==> src/hdl/dcvlc_pkg.sv <==
`timescale 1ns / 1ps
// ----------------------------------------------------------------------------
// DCT coefficient VLC encoder package
// Shared widths, coding-mode type, queue entry type and the prefix-code ROMs.
// ----------------------------------------------------------------------------
package dcvlc_pkg;

	localparam int COEF_W      = 12;
	localparam int CFG_W       = 12;
	localparam int COUNT_BITS  = 12;
	localparam int CMP_W       = (COUNT_BITS > CFG_W) ? COUNT_BITS : CFG_W;
	localparam int BYTE_W      = 8;
	localparam int CODE_W      = 20;
	localparam int LEN_W       = 5;
	localparam int CAT_W       = 4;
	localparam int MAG_W       = 11;
	localparam int RUN_W       = 6;
	localparam int ACC_W       = CODE_W + BYTE_W;
	localparam int CNT_W       = 5;
	localparam int QUEUE_DEPTH = 4;
	localparam int QPTR_W      = $clog2(QUEUE_DEPTH);
	localparam int QCNT_W      = $clog2(QUEUE_DEPTH + 1);

	localparam logic [MAG_W-1:0] AC_LIMIT   = 11'd1023;
	localparam logic [MAG_W-1:0] COEF_LIMIT = 11'd2047;
	localparam logic [RUN_W-1:0] RUN_LIMIT  = 6'd63;

	typedef enum logic [1:0] {
		MODE_LUMA_DC   = 2'd0,
		MODE_CHROMA_DC = 2'd1,
		MODE_AC        = 2'd2
	} mode_t;

	typedef struct packed {
		logic [9:0] code;
		logic [3:0] len;
	} vlc_t;

	// One coded item: bits in transmission order (bit 0 leaves first).
	typedef struct packed {
		logic [CODE_W-1:0] bits;
		logic [LEN_W-1:0]  len;
		logic              eos;
	} code_entry_t;

	function automatic vlc_t luma_rom(input logic [CAT_W-1:0] cat);
		vlc_t r;
		case (cat)
			4'd1:    r = '{10'd5,   4'd3};
			4'd2:    r = '{10'd3,   4'd3};
			4'd3:    r = '{10'd2,   4'd3};
			4'd4:    r = '{10'd0,   4'd3};
			4'd5:    r = '{10'd1,   4'd3};
			4'd6:    r = '{10'd4,   4'd3};
			4'd7:    r = '{10'd14,  4'd4};
			4'd8:    r = '{10'd30,  4'd5};
			4'd9:    r = '{10'd62,  4'd6};
			4'd10:   r = '{10'd126, 4'd7};
			4'd11:   r = '{10'd127, 4'd7};
			default: r = '{10'd0,   4'd0};
		endcase
		return r;
	endfunction

	function automatic vlc_t chroma_rom(input logic [CAT_W-1:0] cat);
		vlc_t r;
		case (cat)
			4'd1:    r = '{10'd0,   4'd2};
			4'd2:    r = '{10'd4,   4'd3};
			4'd3:    r = '{10'd5,   4'd3};
			4'd4:    r = '{10'd12,  4'd4};
			4'd5:    r = '{10'd13,  4'd4};
			4'd6:    r = '{10'd14,  4'd4};
			4'd7:    r = '{10'd30,  4'd5};
			4'd8:    r = '{10'd62,  4'd6};
			4'd9:    r = '{10'd126, 4'd7};
			4'd10:   r = '{10'd254, 4'd8};
			4'd11:   r = '{10'd255, 4'd8};
			default: r = '{10'd0,   4'd0};
		endcase
		return r;
	endfunction

	function automatic vlc_t ac_rom(input logic [CAT_W-1:0] cat);
		vlc_t r;
		case (cat)
			4'd1:    r = '{10'd1,    4'd2};
			4'd2:    r = '{10'd2,    4'd2};
			4'd3:    r = '{10'd14,   4'd4};
			4'd4:    r = '{10'd30,   4'd5};
			4'd5:    r = '{10'd62,   4'd6};
			4'd6:    r = '{10'd126,  4'd7};
			4'd7:    r = '{10'd254,  4'd8};
			4'd8:    r = '{10'd510,  4'd9};
			4'd9:    r = '{10'd1022, 4'd10};
			4'd10:   r = '{10'd1023, 4'd10};
			default: r = '{10'd0,    4'd0};
		endcase
		return r;
	endfunction

	function automatic vlc_t run_rom(input logic [2:0] idx);
		vlc_t r;
		case (idx)
			3'd0:    r = '{10'd0,  4'd1};
			3'd1:    r = '{10'd2,  4'd2};
			3'd2:    r = '{10'd6,  4'd3};
			3'd3:    r = '{10'd14, 4'd4};
			3'd4:    r = '{10'd30, 4'd5};
			3'd5:    r = '{10'd31, 4'd5};
			default: r = '{10'd0,  4'd0};
		endcase
		return r;
	endfunction

endpackage

==> src/hdl/dcvlc_if.sv <==
`timescale 1ns / 1ps
// ----------------------------------------------------------------------------
// DCT coefficient VLC encoder channels
// Valid/ready channels for coefficient beats in and code byte beats out.
// ----------------------------------------------------------------------------
interface dcvlc_coef_if;
	import dcvlc_pkg::*;

	logic                     valid;
	logic                     ready;
	logic signed [COEF_W-1:0] coefficient;
	logic                     end_of_stream;

	modport source(output valid, output coefficient, output end_of_stream, input ready);
	modport sink(input valid, input coefficient, input end_of_stream, output ready);
endinterface

interface dcvlc_byte_if;
	import dcvlc_pkg::*;

	logic              valid;
	logic              ready;
	logic [BYTE_W-1:0] out_byte;
	logic              last_byte;

	modport source(output valid, output out_byte, output last_byte, input ready);
	modport sink(input valid, input out_byte, input last_byte, output ready);
endinterface

==> src/hdl/dcvlc_front.sv <==
`timescale 1ns / 1ps
// ----------------------------------------------------------------------------
// DCT coefficient VLC encoder front end
// Accepts coefficient beats, tracks coding mode and block count, and turns
// each item into one bit string in transmission order for the queue.
// ----------------------------------------------------------------------------
module dcvlc_front (
	input  logic                       clk,
	input  logic                       arst_n,
	input  logic                       cfg_wr_en,
	input  logic [dcvlc_pkg::CFG_W-1:0] cfg_wr_data,
	dcvlc_coef_if.sink                 coef,
	input  logic                       q_full,
	output logic                       q_push,
	output dcvlc_pkg::code_entry_t     q_entry
);
	import dcvlc_pkg::*;

	logic [CFG_W-1:0]      luma_dc_blocks_q;
	mode_t                 mode_q;
	logic                  prev_zero_q;
	logic [COUNT_BITS-1:0] dc_count_q;

	logic                  accept;
	logic                  is_ac;
	logic                  run_item;
	logic                  ac_zero;
	logic                  neg;
	logic [COEF_W-1:0]     abs_v;
	logic [MAG_W-1:0]      mag;
	logic [MAG_W-1:0]      signed_bits;
	logic [COEF_W-1:0]     mask;
	logic [CAT_W-1:0]      cat;
	vlc_t                  pfx;
	logic [RUN_W-1:0]      run;
	logic [2:0]            run_cat;
	vlc_t                  run_pfx;
	logic [RUN_W-1:0]      run_off;
	logic [CODE_W-1:0]     total;
	logic [LEN_W-1:0]      total_len;
	logic [CODE_W-1:0]     aligned;
	logic [CODE_W-1:0]     rev;
	logic                  eob;
	logic                  count_hit;

	assign accept   = coef.valid && coef.ready;
	assign is_ac    = (mode_q == MODE_AC);
	assign run_item = is_ac && prev_zero_q;
	assign ac_zero  = is_ac && !prev_zero_q && (coef.coefficient == '0);
	assign neg      = coef.coefficient[COEF_W-1];

	// Magnitude and size category of a plain coefficient.
	always_comb begin
		abs_v = neg ? COEF_W'(-coef.coefficient) : COEF_W'(coef.coefficient);
		if (is_ac && (abs_v > COEF_W'(AC_LIMIT))) begin
			mag = AC_LIMIT;
		end else if (abs_v > COEF_W'(COEF_LIMIT)) begin
			mag = COEF_LIMIT;
		end else begin
			mag = abs_v[MAG_W-1:0];
		end
		cat = CAT_W'(1);
		for (int b = 1; b < MAG_W; b++) begin
			if (mag[b]) begin
				cat = CAT_W'(b + 1);
			end
		end
		mask        = (COEF_W'(1) << cat) - COEF_W'(1);
		signed_bits = (neg ? ~mag : mag) & mask[MAG_W-1:0];
		case (mode_q)
			MODE_LUMA_DC:   pfx = luma_rom(cat);
			MODE_CHROMA_DC: pfx = chroma_rom(cat);
			default:        pfx = ac_rom(cat);
		endcase
	end

	// Zero-run length: clamp, then prefix and offset.
	always_comb begin
		if (neg) begin
			run = '0;
		end else if (coef.coefficient > COEF_W'(RUN_LIMIT)) begin
			run = RUN_LIMIT;
		end else begin
			run = coef.coefficient[RUN_W-1:0];
		end
		if (run[5]) begin
			run_cat = 3'd5;
		end else if (run[4]) begin
			run_cat = 3'd4;
		end else if (run[3]) begin
			run_cat = 3'd3;
		end else if (run[2]) begin
			run_cat = 3'd2;
		end else begin
			run_cat = 3'd1;
		end
		run_pfx = run_rom(run_cat);
		run_off = run & ((RUN_W'(1) << run_cat) - RUN_W'(1));
	end

	assign eob       = run_item && (run == '0);
	assign count_hit = (CMP_W'(dc_count_q) == CMP_W'(luma_dc_blocks_q));

	// Whole code of the item, first bit at the top of its length.
	always_comb begin
		if (run_item) begin
			if (run == '0) begin
				total     = CODE_W'(6);
				total_len = LEN_W'(3);
			end else if (run == RUN_W'(1)) begin
				total     = '0;
				total_len = LEN_W'(3);
			end else begin
				total     = (CODE_W'(run_pfx.code) << run_cat) | CODE_W'(run_off);
				total_len = LEN_W'(2) + LEN_W'(run_pfx.len) + LEN_W'(run_cat);
			end
		end else if (ac_zero) begin
			total     = '0;
			total_len = '0;
		end else begin
			total     = (CODE_W'(pfx.code) << cat) | CODE_W'(signed_bits);
			total_len = LEN_W'(pfx.len) + LEN_W'(cat);
		end
		aligned = total << (LEN_W'(CODE_W) - total_len);
		for (int k = 0; k < CODE_W; k++) begin
			rev[k] = aligned[CODE_W-1-k];
		end
	end

	assign coef.ready    = !q_full;
	assign q_push        = accept && ((total_len != '0) || coef.end_of_stream);
	assign q_entry.bits  = rev;
	assign q_entry.len   = total_len;
	assign q_entry.eos   = coef.end_of_stream;

	always_ff @(posedge clk or negedge arst_n) begin
		if (!arst_n) begin
			luma_dc_blocks_q <= '0;
		end else if (cfg_wr_en) begin
			luma_dc_blocks_q <= cfg_wr_data;
		end
	end

	always_ff @(posedge clk or negedge arst_n) begin
		if (!arst_n) begin
			mode_q      <= MODE_LUMA_DC;
			prev_zero_q <= 1'b0;
			dc_count_q  <= '0;
		end else if (accept) begin
			if (coef.end_of_stream) begin
				mode_q      <= MODE_LUMA_DC;
				prev_zero_q <= 1'b0;
				dc_count_q  <= '0;
			end else if (run_item) begin
				prev_zero_q <= 1'b0;
				if (eob) begin
					if (count_hit) begin
						mode_q <= MODE_CHROMA_DC;
					end else begin
						mode_q     <= MODE_LUMA_DC;
						dc_count_q <= dc_count_q + COUNT_BITS'(1);
					end
				end
			end else if (ac_zero) begin
				prev_zero_q <= 1'b1;
			end else begin
				prev_zero_q <= (coef.coefficient == '0);
				mode_q      <= MODE_AC;
			end
		end
	end

endmodule

==> src/hdl/dcvlc_queue.sv <==
`timescale 1ns / 1ps
// ----------------------------------------------------------------------------
// DCT coefficient VLC encoder code queue
// Small first-in first-out queue of coded items between front and back end.
// ----------------------------------------------------------------------------
module dcvlc_queue (
	input  logic                   clk,
	input  logic                   arst_n,
	input  logic                   push,
	input  dcvlc_pkg::code_entry_t push_entry,
	input  logic                   pop,
	output dcvlc_pkg::code_entry_t head,
	output logic                   full,
	output logic                   empty
);
	import dcvlc_pkg::*;

	code_entry_t       slots_q [QUEUE_DEPTH];
	logic [QPTR_W-1:0] wr_ptr_q;
	logic [QPTR_W-1:0] rd_ptr_q;
	logic [QCNT_W-1:0] fill_q;
	logic              do_push;
	logic              do_pop;

	assign full    = (fill_q == QCNT_W'(QUEUE_DEPTH));
	assign empty   = (fill_q == '0);
	assign do_push = push && !full;
	assign do_pop  = pop && !empty;
	assign head    = slots_q[rd_ptr_q];

	always_ff @(posedge clk) begin
		if (do_push) begin
			slots_q[wr_ptr_q] <= push_entry;
		end
	end

	always_ff @(posedge clk or negedge arst_n) begin
		if (!arst_n) begin
			wr_ptr_q <= '0;
			rd_ptr_q <= '0;
			fill_q   <= '0;
		end else begin
			if (do_push) begin
				wr_ptr_q <= wr_ptr_q + QPTR_W'(1);
			end
			if (do_pop) begin
				rd_ptr_q <= rd_ptr_q + QPTR_W'(1);
			end
			if (do_push && !do_pop) begin
				fill_q <= fill_q + QCNT_W'(1);
			end else if (do_pop && !do_push) begin
				fill_q <= fill_q - QCNT_W'(1);
			end
		end
	end

endmodule

==> src/hdl/dcvlc_back.sv <==
`timescale 1ns / 1ps
// ----------------------------------------------------------------------------
// DCT coefficient VLC encoder back end
// Packs queued bit strings LSB-first into bytes, flushes and marks the last
// byte at end of stream, and holds each byte in an output register.
// ----------------------------------------------------------------------------
module dcvlc_back (
	input  logic                   clk,
	input  logic                   arst_n,
	input  dcvlc_pkg::code_entry_t head,
	input  logic                   q_empty,
	output logic                   q_pop,
	dcvlc_byte_if.source           code
);
	import dcvlc_pkg::*;

	logic [ACC_W-1:0]  acc_q;
	logic [CNT_W-1:0]  cnt_q;
	logic              eos_q;
	logic              out_valid_q;
	logic [BYTE_W-1:0] out_byte_q;
	logic              out_last_q;

	logic              out_free;
	logic              need_emit;
	logic              emit;
	logic [CNT_W-1:0]  emit_cnt;
	logic [CNT_W-1:0]  load_cnt;

	assign out_free  = !out_valid_q || code.ready;
	// eos_q is only held while bits remain, so it always asks for a byte.
	assign need_emit = (cnt_q >= CNT_W'(BYTE_W)) || eos_q;
	assign emit      = out_free && need_emit;
	assign q_pop     = !need_emit && !q_empty;
	assign emit_cnt  = (cnt_q >= CNT_W'(BYTE_W)) ? cnt_q - CNT_W'(BYTE_W) : '0;
	assign load_cnt  = cnt_q + CNT_W'(head.len);

	always_ff @(posedge clk or negedge arst_n) begin
		if (!arst_n) begin
			acc_q <= '0;
			cnt_q <= '0;
			eos_q <= 1'b0;
		end else if (emit) begin
			acc_q <= acc_q >> BYTE_W;
			cnt_q <= emit_cnt;
			eos_q <= eos_q && (emit_cnt != '0);
		end else if (q_pop) begin
			acc_q <= acc_q | (ACC_W'(head.bits) << cnt_q);
			cnt_q <= load_cnt;
			eos_q <= head.eos && (load_cnt != '0);
		end
	end

	always_ff @(posedge clk or negedge arst_n) begin
		if (!arst_n) begin
			out_valid_q <= 1'b0;
		end else if (out_free) begin
			out_valid_q <= emit;
		end
	end

	always_ff @(posedge clk) begin
		if (emit) begin
			out_byte_q <= acc_q[BYTE_W-1:0];
			out_last_q <= eos_q && (emit_cnt == '0);
		end
	end

	assign code.valid     = out_valid_q;
	assign code.out_byte  = out_byte_q;
	assign code.last_byte = out_last_q;

endmodule

==> src/hdl/dct_coefficient_vlc_encoder_top.sv <==
`timescale 1ns / 1ps
// ----------------------------------------------------------------------------
// DCT coefficient VLC encoder
// Codes signed DCT coefficients and zero runs with fixed prefix codes and
// packs the bit stream LSB-first into bytes.
//
//   Port          Dir  Beat payload
//   coef          in   coefficient (12 bit signed), end_of_stream
//   code          out  out_byte (8 bit), last_byte
//   cfg_wr_en     in   write strobe for luma_dc_blocks
//   cfg_wr_data   in   luma_dc_blocks (12 bit)
//
// The front end takes a coefficient every cycle while the 4-entry code queue
// has room. The packer loads a queued code only when no whole byte or flush is
// pending, then releases each whole byte, flush included, before the next load.
// A zero AC coefficient queues nothing unless it ends the stream, and so leaves
// the packer idle. arst_n clears all mode, count and packing state; the output
// register lets the packer run ahead by one byte while the sink stalls.
// ----------------------------------------------------------------------------
module dct_coefficient_vlc_encoder_top (
	input  logic                        clk,
	input  logic                        arst_n,
	input  logic                        cfg_wr_en,
	input  logic [dcvlc_pkg::CFG_W-1:0] cfg_wr_data,
	dcvlc_coef_if.sink                  coef,
	dcvlc_byte_if.source                code
);
	import dcvlc_pkg::*;

	code_entry_t push_entry;
	code_entry_t head;
	logic        push;
	logic        pop;
	logic        full;
	logic        empty;

	dcvlc_front u_front (
		.clk         (clk),
		.arst_n      (arst_n),
		.cfg_wr_en   (cfg_wr_en),
		.cfg_wr_data (cfg_wr_data),
		.coef        (coef),
		.q_full      (full),
		.q_push      (push),
		.q_entry     (push_entry)
	);

	dcvlc_queue u_queue (
		.clk        (clk),
		.arst_n     (arst_n),
		.push       (push),
		.push_entry (push_entry),
		.pop        (pop),
		.head       (head),
		.full       (full),
		.empty      (empty)
	);

	dcvlc_back u_back (
		.clk     (clk),
		.arst_n  (arst_n),
		.head    (head),
		.q_empty (empty),
		.q_pop   (pop),
		.code    (code)
	);

endmodule
==> src/flat_wrapper.sv <==
// flat-port wrapper written by rule: the top's interface ports become plain ports
module dct_coefficient_vlc_encoder_top_flat import dcvlc_pkg::*;
  (clk, arst_n, cfg_wr_en, cfg_wr_data, coef_valid, coef_coefficient, coef_end_of_stream, coef_ready, code_valid, code_out_byte, code_last_byte, code_ready);
  dcvlc_coef_if coef_i ();
  dcvlc_byte_if code_i ();
  input  logic clk;
  input  logic arst_n;
  input  logic cfg_wr_en;
  input  logic [dcvlc_pkg::CFG_W-1:0] cfg_wr_data;
  input wire logic [$bits(coef_i.valid)-1:0] coef_valid;
  input wire logic [$bits(coef_i.coefficient)-1:0] coef_coefficient;
  input wire logic [$bits(coef_i.end_of_stream)-1:0] coef_end_of_stream;
  output wire logic [$bits(coef_i.ready)-1:0] coef_ready;
  output wire logic [$bits(code_i.valid)-1:0] code_valid;
  output wire logic [$bits(code_i.out_byte)-1:0] code_out_byte;
  output wire logic [$bits(code_i.last_byte)-1:0] code_last_byte;
  input wire logic [$bits(code_i.ready)-1:0] code_ready;
  assign coef_i.valid = coef_valid;
  assign coef_i.coefficient = coef_coefficient;
  assign coef_i.end_of_stream = coef_end_of_stream;
  assign coef_ready = coef_i.ready;
  assign code_valid = code_i.valid;
  assign code_out_byte = code_i.out_byte;
  assign code_last_byte = code_i.last_byte;
  assign code_i.ready = code_ready;
  dct_coefficient_vlc_encoder_top u_core (.clk(clk), .arst_n(arst_n), .cfg_wr_en(cfg_wr_en), .cfg_wr_data(cfg_wr_data), .coef(coef_i), .code(code_i));
endmodule
==> config.mk <==
export PLATFORM = sky130hd
export DESIGN_NAME = dct_coefficient_vlc_encoder_top_flat
export DESIGN_NICKNAME = d
export VERILOG_FILES = /design/src/hdl/dcvlc_pkg.sv /design/src/hdl/dcvlc_if.sv /design/src/hdl/dcvlc_front.sv /design/src/hdl/dcvlc_queue.sv /design/src/hdl/dcvlc_back.sv /design/src/hdl/dct_coefficient_vlc_encoder_top.sv /design/src/flat_wrapper.sv
export SDC_FILE = /design/constraint.sdc
export NUM_CORES = 1
export LEC_CHECK = 0
export BUFFER_PORTS_ARGS = -buffer_cell sky130_fd_sc_hd__buf_2
export CAP_MARGIN = 10
export CORE_MARGIN = 3
export CORE_UTILIZATION = 30
export DETAILED_ROUTE_END_ITERATION = 10
export PLACE_DENSITY = 0.52
export SYNTH_ARGS = -nofsm -noshare
export SYNTH_HDL_FRONTEND = slang
export SYNTH_SLANG_ARGS = --single-unit
==> constraint.sdc <==
create_clock -name clk -period 13.2 [get_ports clk]
set_input_delay 2.64 -clock clk [delete_from_list [all_inputs] [get_ports clk]]
set_output_delay 2.64 -clock clk [all_outputs]
set_load 0.02 [all_outputs]
==> metrics.md <==
| Metric | Value |
|---|---|
| Status | finished clean |
| Max-Slew Margin vs Limit | 0.242 |
| Slowest-stage cell, CP | clkinv_1 |
| PnR worst setup slack | around 2.9 ns |
| Area growth, synth to finish | 10.1% |
| Nets | between 1k and 1.5k |
| H-Tree Depth | 4 |
| Unrepaired setup endpoints after global routing | false |
| Synth Area in Adders | 0.0365 |
| Num CTS Buffers | 17 |
| Clk sink count | around 180 |
| Post-CTS setup buffers | 0 |
| Startpoint types | input pin |
| Post-CTS Hold Buffers | 0 |
| Ant. Diodes | 0 |
| Fillers | 4175 |
| Most frequent CP cell | ha_1 |
| Routed WL per cell | approximately 20 µm |
| GR Util All Layers | 0.160 |
| Sw power | 1.79 mW |
| Die Y | approximately 210 µm |
| Final core utilization | 0.336 |
| Final WL | 35900 µm |
| Pre-CTS setup slack | 2.58 ns |
| Sequential area share after synthesis | 0.410 |
| Clk_lat worst skew | 0.43 ns |
| DR vias | 10.5k |
| Pwr Total | 3.81 mW |
| Gates resized, CTS repair | 0 |
| Crit. End Element | flop |
| Synth area leader | edfxtp_1 |
| CP Data Arrival Time | roughly 11 ns |
| Gpl congestion | slightly above 0.9 |
| Main combinational cell family by area after synthesis | compound AO/OA/AOI/OAI gates |
| Mean post-synth cell area | around 9.6 µm² |
| Ports | 41 |
| EDFF count, synth | between 100 and 150 |
| Drt via density | 5.71 |
| Mux contribution to synthesized area | 0.0961 |
| Antenna violations before repair | 0 |
| Internal power | between 2 and 2.5 mW |
| Cells after synthesis | roughly 1.3k |
| Setup TNS | 0 ns |
| DRT Pass-1 Iters | 5 |
| Syn nets | 1361 |
| Starting density of the core | 0.305 |
| WP data required | around 13 ns |
| Share of layout cells above drive strength 1 | 0.140 |
| Commonest non-fill, non-tap cell in the layout | nand2_1 |
| Post-synthesis simple-gate area fraction | 0.167 |
| Clock Power Share | 0.135 |
| Top cell type's share of synthesized area | 0.272 |
| Power Density | between 200 and 300 nW/µm² |
| Row Count | 74 |
| Fmax | 96.7 MHz |
| Critical path class | input pin to flop |
| Gr ovfl total | 0 |
| Fin. Hold Viols | 0 |
| Register Area | 5120 µm² |
| Die area | 44100 µm² |
| Bufs and invs on worst path | 6 |
| Async set or reset register ratio after synthesis | 0.379 |
| Maxcap violations | 0 |
| Period minus WS final | 10.34 ns |
| Complex-gate fraction of the synthesized area | 0.218 |
| Top delay family on crit path | buffers and inverters |
| Layout Skew | 0.0149 ns |
| Sequential share of power | 0.283 |
| Synth Flop Type | edfxtp_1 |
| Most frequent cells in the layout | 143 x nand2_1, 136 x nor2_1, 113 x edfxtp_1 |
| Leakage power | 5.14 nW |
| Slew @ Worst Pin | 1.13 ns |
| Drt initial violations | 875 |
| Final HPWL DP | 26300 µm |
| Worst-path clk slew | 0.08 ns |
| Max incr delay on CP | 0.69 ns |
| Tcrit/Tclk final | 0.783 |
| Worst VDD drop | between 0.1 and 0.15 mV |
| Area of the multi-input gates | 6840 µm² |
| Switch share | 0.471 |
| Core area | approximately 41000 µm² |
| Worst hold margin | 0.451 ns |
| Warnings from Yosys | 0 |
| Main area contributors after synthesis | edfxtp_1 27%, dfrtp_1 14%, mux4_2 5.2%, nand2_1 4.3%, nor2_1 4.1% |
| Final setup fails | 0 |
| Gate power share | 0.581 |
| Buffers on Ports | 40 |
| Min-Delay Path Class | flop to flop |
| Vias in the first global route | 9971 |
| First-pass GRT wire length | 57100 µm |
| Crit-path cells | buf_2 -> clkinv_1 -> a22oi_1 -> o211a_1 -> o211ai_1 -> a31o_2 -> inv_2 -> ha_1 -> mux2i_1 -> mux4_2 -> nor2_1 -> a31oi_1 -> ha_1 -> nand2_1 -> a21oi_2 -> buf_4 -> inv_1 -> ha_1 -> inv_1 -> a21oi_1 -> xnor2_1 -> nand2_1 -> o32ai_1 |
| CTS tree | done |
| Maximum number of pins on one net before global-route repair | 70 |
| Die width | 210 µm |
| Residual DRC | 0 |
| Synthesized flop and latch total | 182 |
| Antenna-violating nets left | 0 |
| Fin. max-slew vios | 0 |
| Post-Syn Area | ~12000 µm² |
| Synth Area in XOR/XNOR | 0.0302 |
| CTS Buffer Depth | 2 |
| Library cells used by synthesis | 96 |
| Largest fanout on the critical path | 38 |
| Root buffer cell | clkbuf_16 |
## cell type report
type,count,share of cell area
Sequential cell,182,0.373
Clock inverter,15,0.0139
Inverter,45,0.0123
Multi-Input combinational cell,985,0.498
Clock buffer,17,0.0310
Timing Repair Buffer,56,0.0235
Tap cell,532,0.0485
## routing by layer
metal	GRT usage	vias up	share of wire
met5	0	-	0
met4	0.0404	0	0.021
met3	0.0203	62	0.046
met2	0.260	348	0.47
met1	0.226	5141	0.47
li1	-	4915	-
## kinds of logic after synthesis
group / Yosys count
other: 1
and+or+nand+nor: 440
xor gates and xnor gates: 43
adders and majority gates: 34
AOI/OAI and AO/OA: 386
muxes: 81
DFF: 182
buffers and inverters: 130
## power groups by stage
| stage | clock network, mW | registers [mW] | logic [mW] |
|---|---|---|---|
| 4_1_cts | 0.529 | 1.08 | 2.20 |
| 5_1_grt | 0.556 | 1.10 | 2.44 |
| 3_3_place_gp | 0 | 1.08 | 2.17 |
| 6_report | 0.516 | 1.08 | 2.21 |
| 2_1_floorplan | 0 | 1.06 | 1.62 |
| 3_5_place_dp | 0 | 1.09 | 2.19 |
## sequential cells by signal, summed over array words and instances, names as in the netlist
register / count
u_core.u_front.prev_zero_q: 1
u_core.u_back.code.valid: 1
u_core.u_front.luma_dc_blocks_q: 12
u_core.u_back.eos_q: 1
u_core.u_back.acc_q: 28
u_core.u_queue.rd_ptr_q: 2
u_core.u_front.mode_q: 2
u_core.u_queue.slots_q: 104
u_core.u_back.code.last_byte: 1
u_core.u_back.cnt_q: 5
u_core.u_back.code.out_byte: 8
u_core.u_queue.wr_ptr_q: 2
u_core.u_front.dc_count_q: 12
u_core.u_queue.fill_q: 3
## final timing paths
check,startpoint,end,slack (ns),cells past startpoint
min in group asynchronous,arst_n,u_core.u_back.acc_q[7],2.33,1
hold reg to reg,u_core.u_back.acc_q[4],u_core.u_back.code.out_byte[4],0.45,0
max in group asynchronous,arst_n,u_core.u_queue.rd_ptr_q[0],10.25,1
hold / removal,u_core.u_back.acc_q[4],u_core.u_back.code.out_byte[4],0.45,0
setup reg to reg,u_core.u_front.mode_q[1],u_core.u_queue.slots_q[0][13],4.52,21
setup / recovery,coef_coefficient[11],u_core.u_queue.slots_q[0][13],2.86,23
## cell usage after synthesis, drive strengths merged, types with 5 or more instances
cell type / instances
or4: 5
o311a: 7
edfxtp: 113
o211a: 7
nor4: 12
o211ai: 24
o31a: 5
a211oi: 16
o21a: 9
buf: 25
nand2b: 9
a31o: 6
a21o: 8
dfrtp: 69
a211o: 5
mux4: 29
nor2: 138
a311oi: 6
mux2i: 32
a21oi: 81
nand2: 143
o21ai: 77
o22ai: 28
o32ai: 6
a221oi: 6
o311ai: 6
mux2: 20
nand3: 25
o31ai: 8
a41oi: 5
xor2: 14
and3: 13
ha: 30
or3: 14
nor3: 34
nand4: 18
or2: 6
clkbuf: 60
a31oi: 26
a32oi: 7
and2: 11
xnor2: 29
inv: 41
## stage by stage
step                cell area, µm²  instances
floorplan                    12500       1297
detailed placement           13100       1800
global route                 13700       1832
CTS                          13700       1832
global placement             13100       1800
finish                       13700       1832
Power figures use the tool's default switching activity.
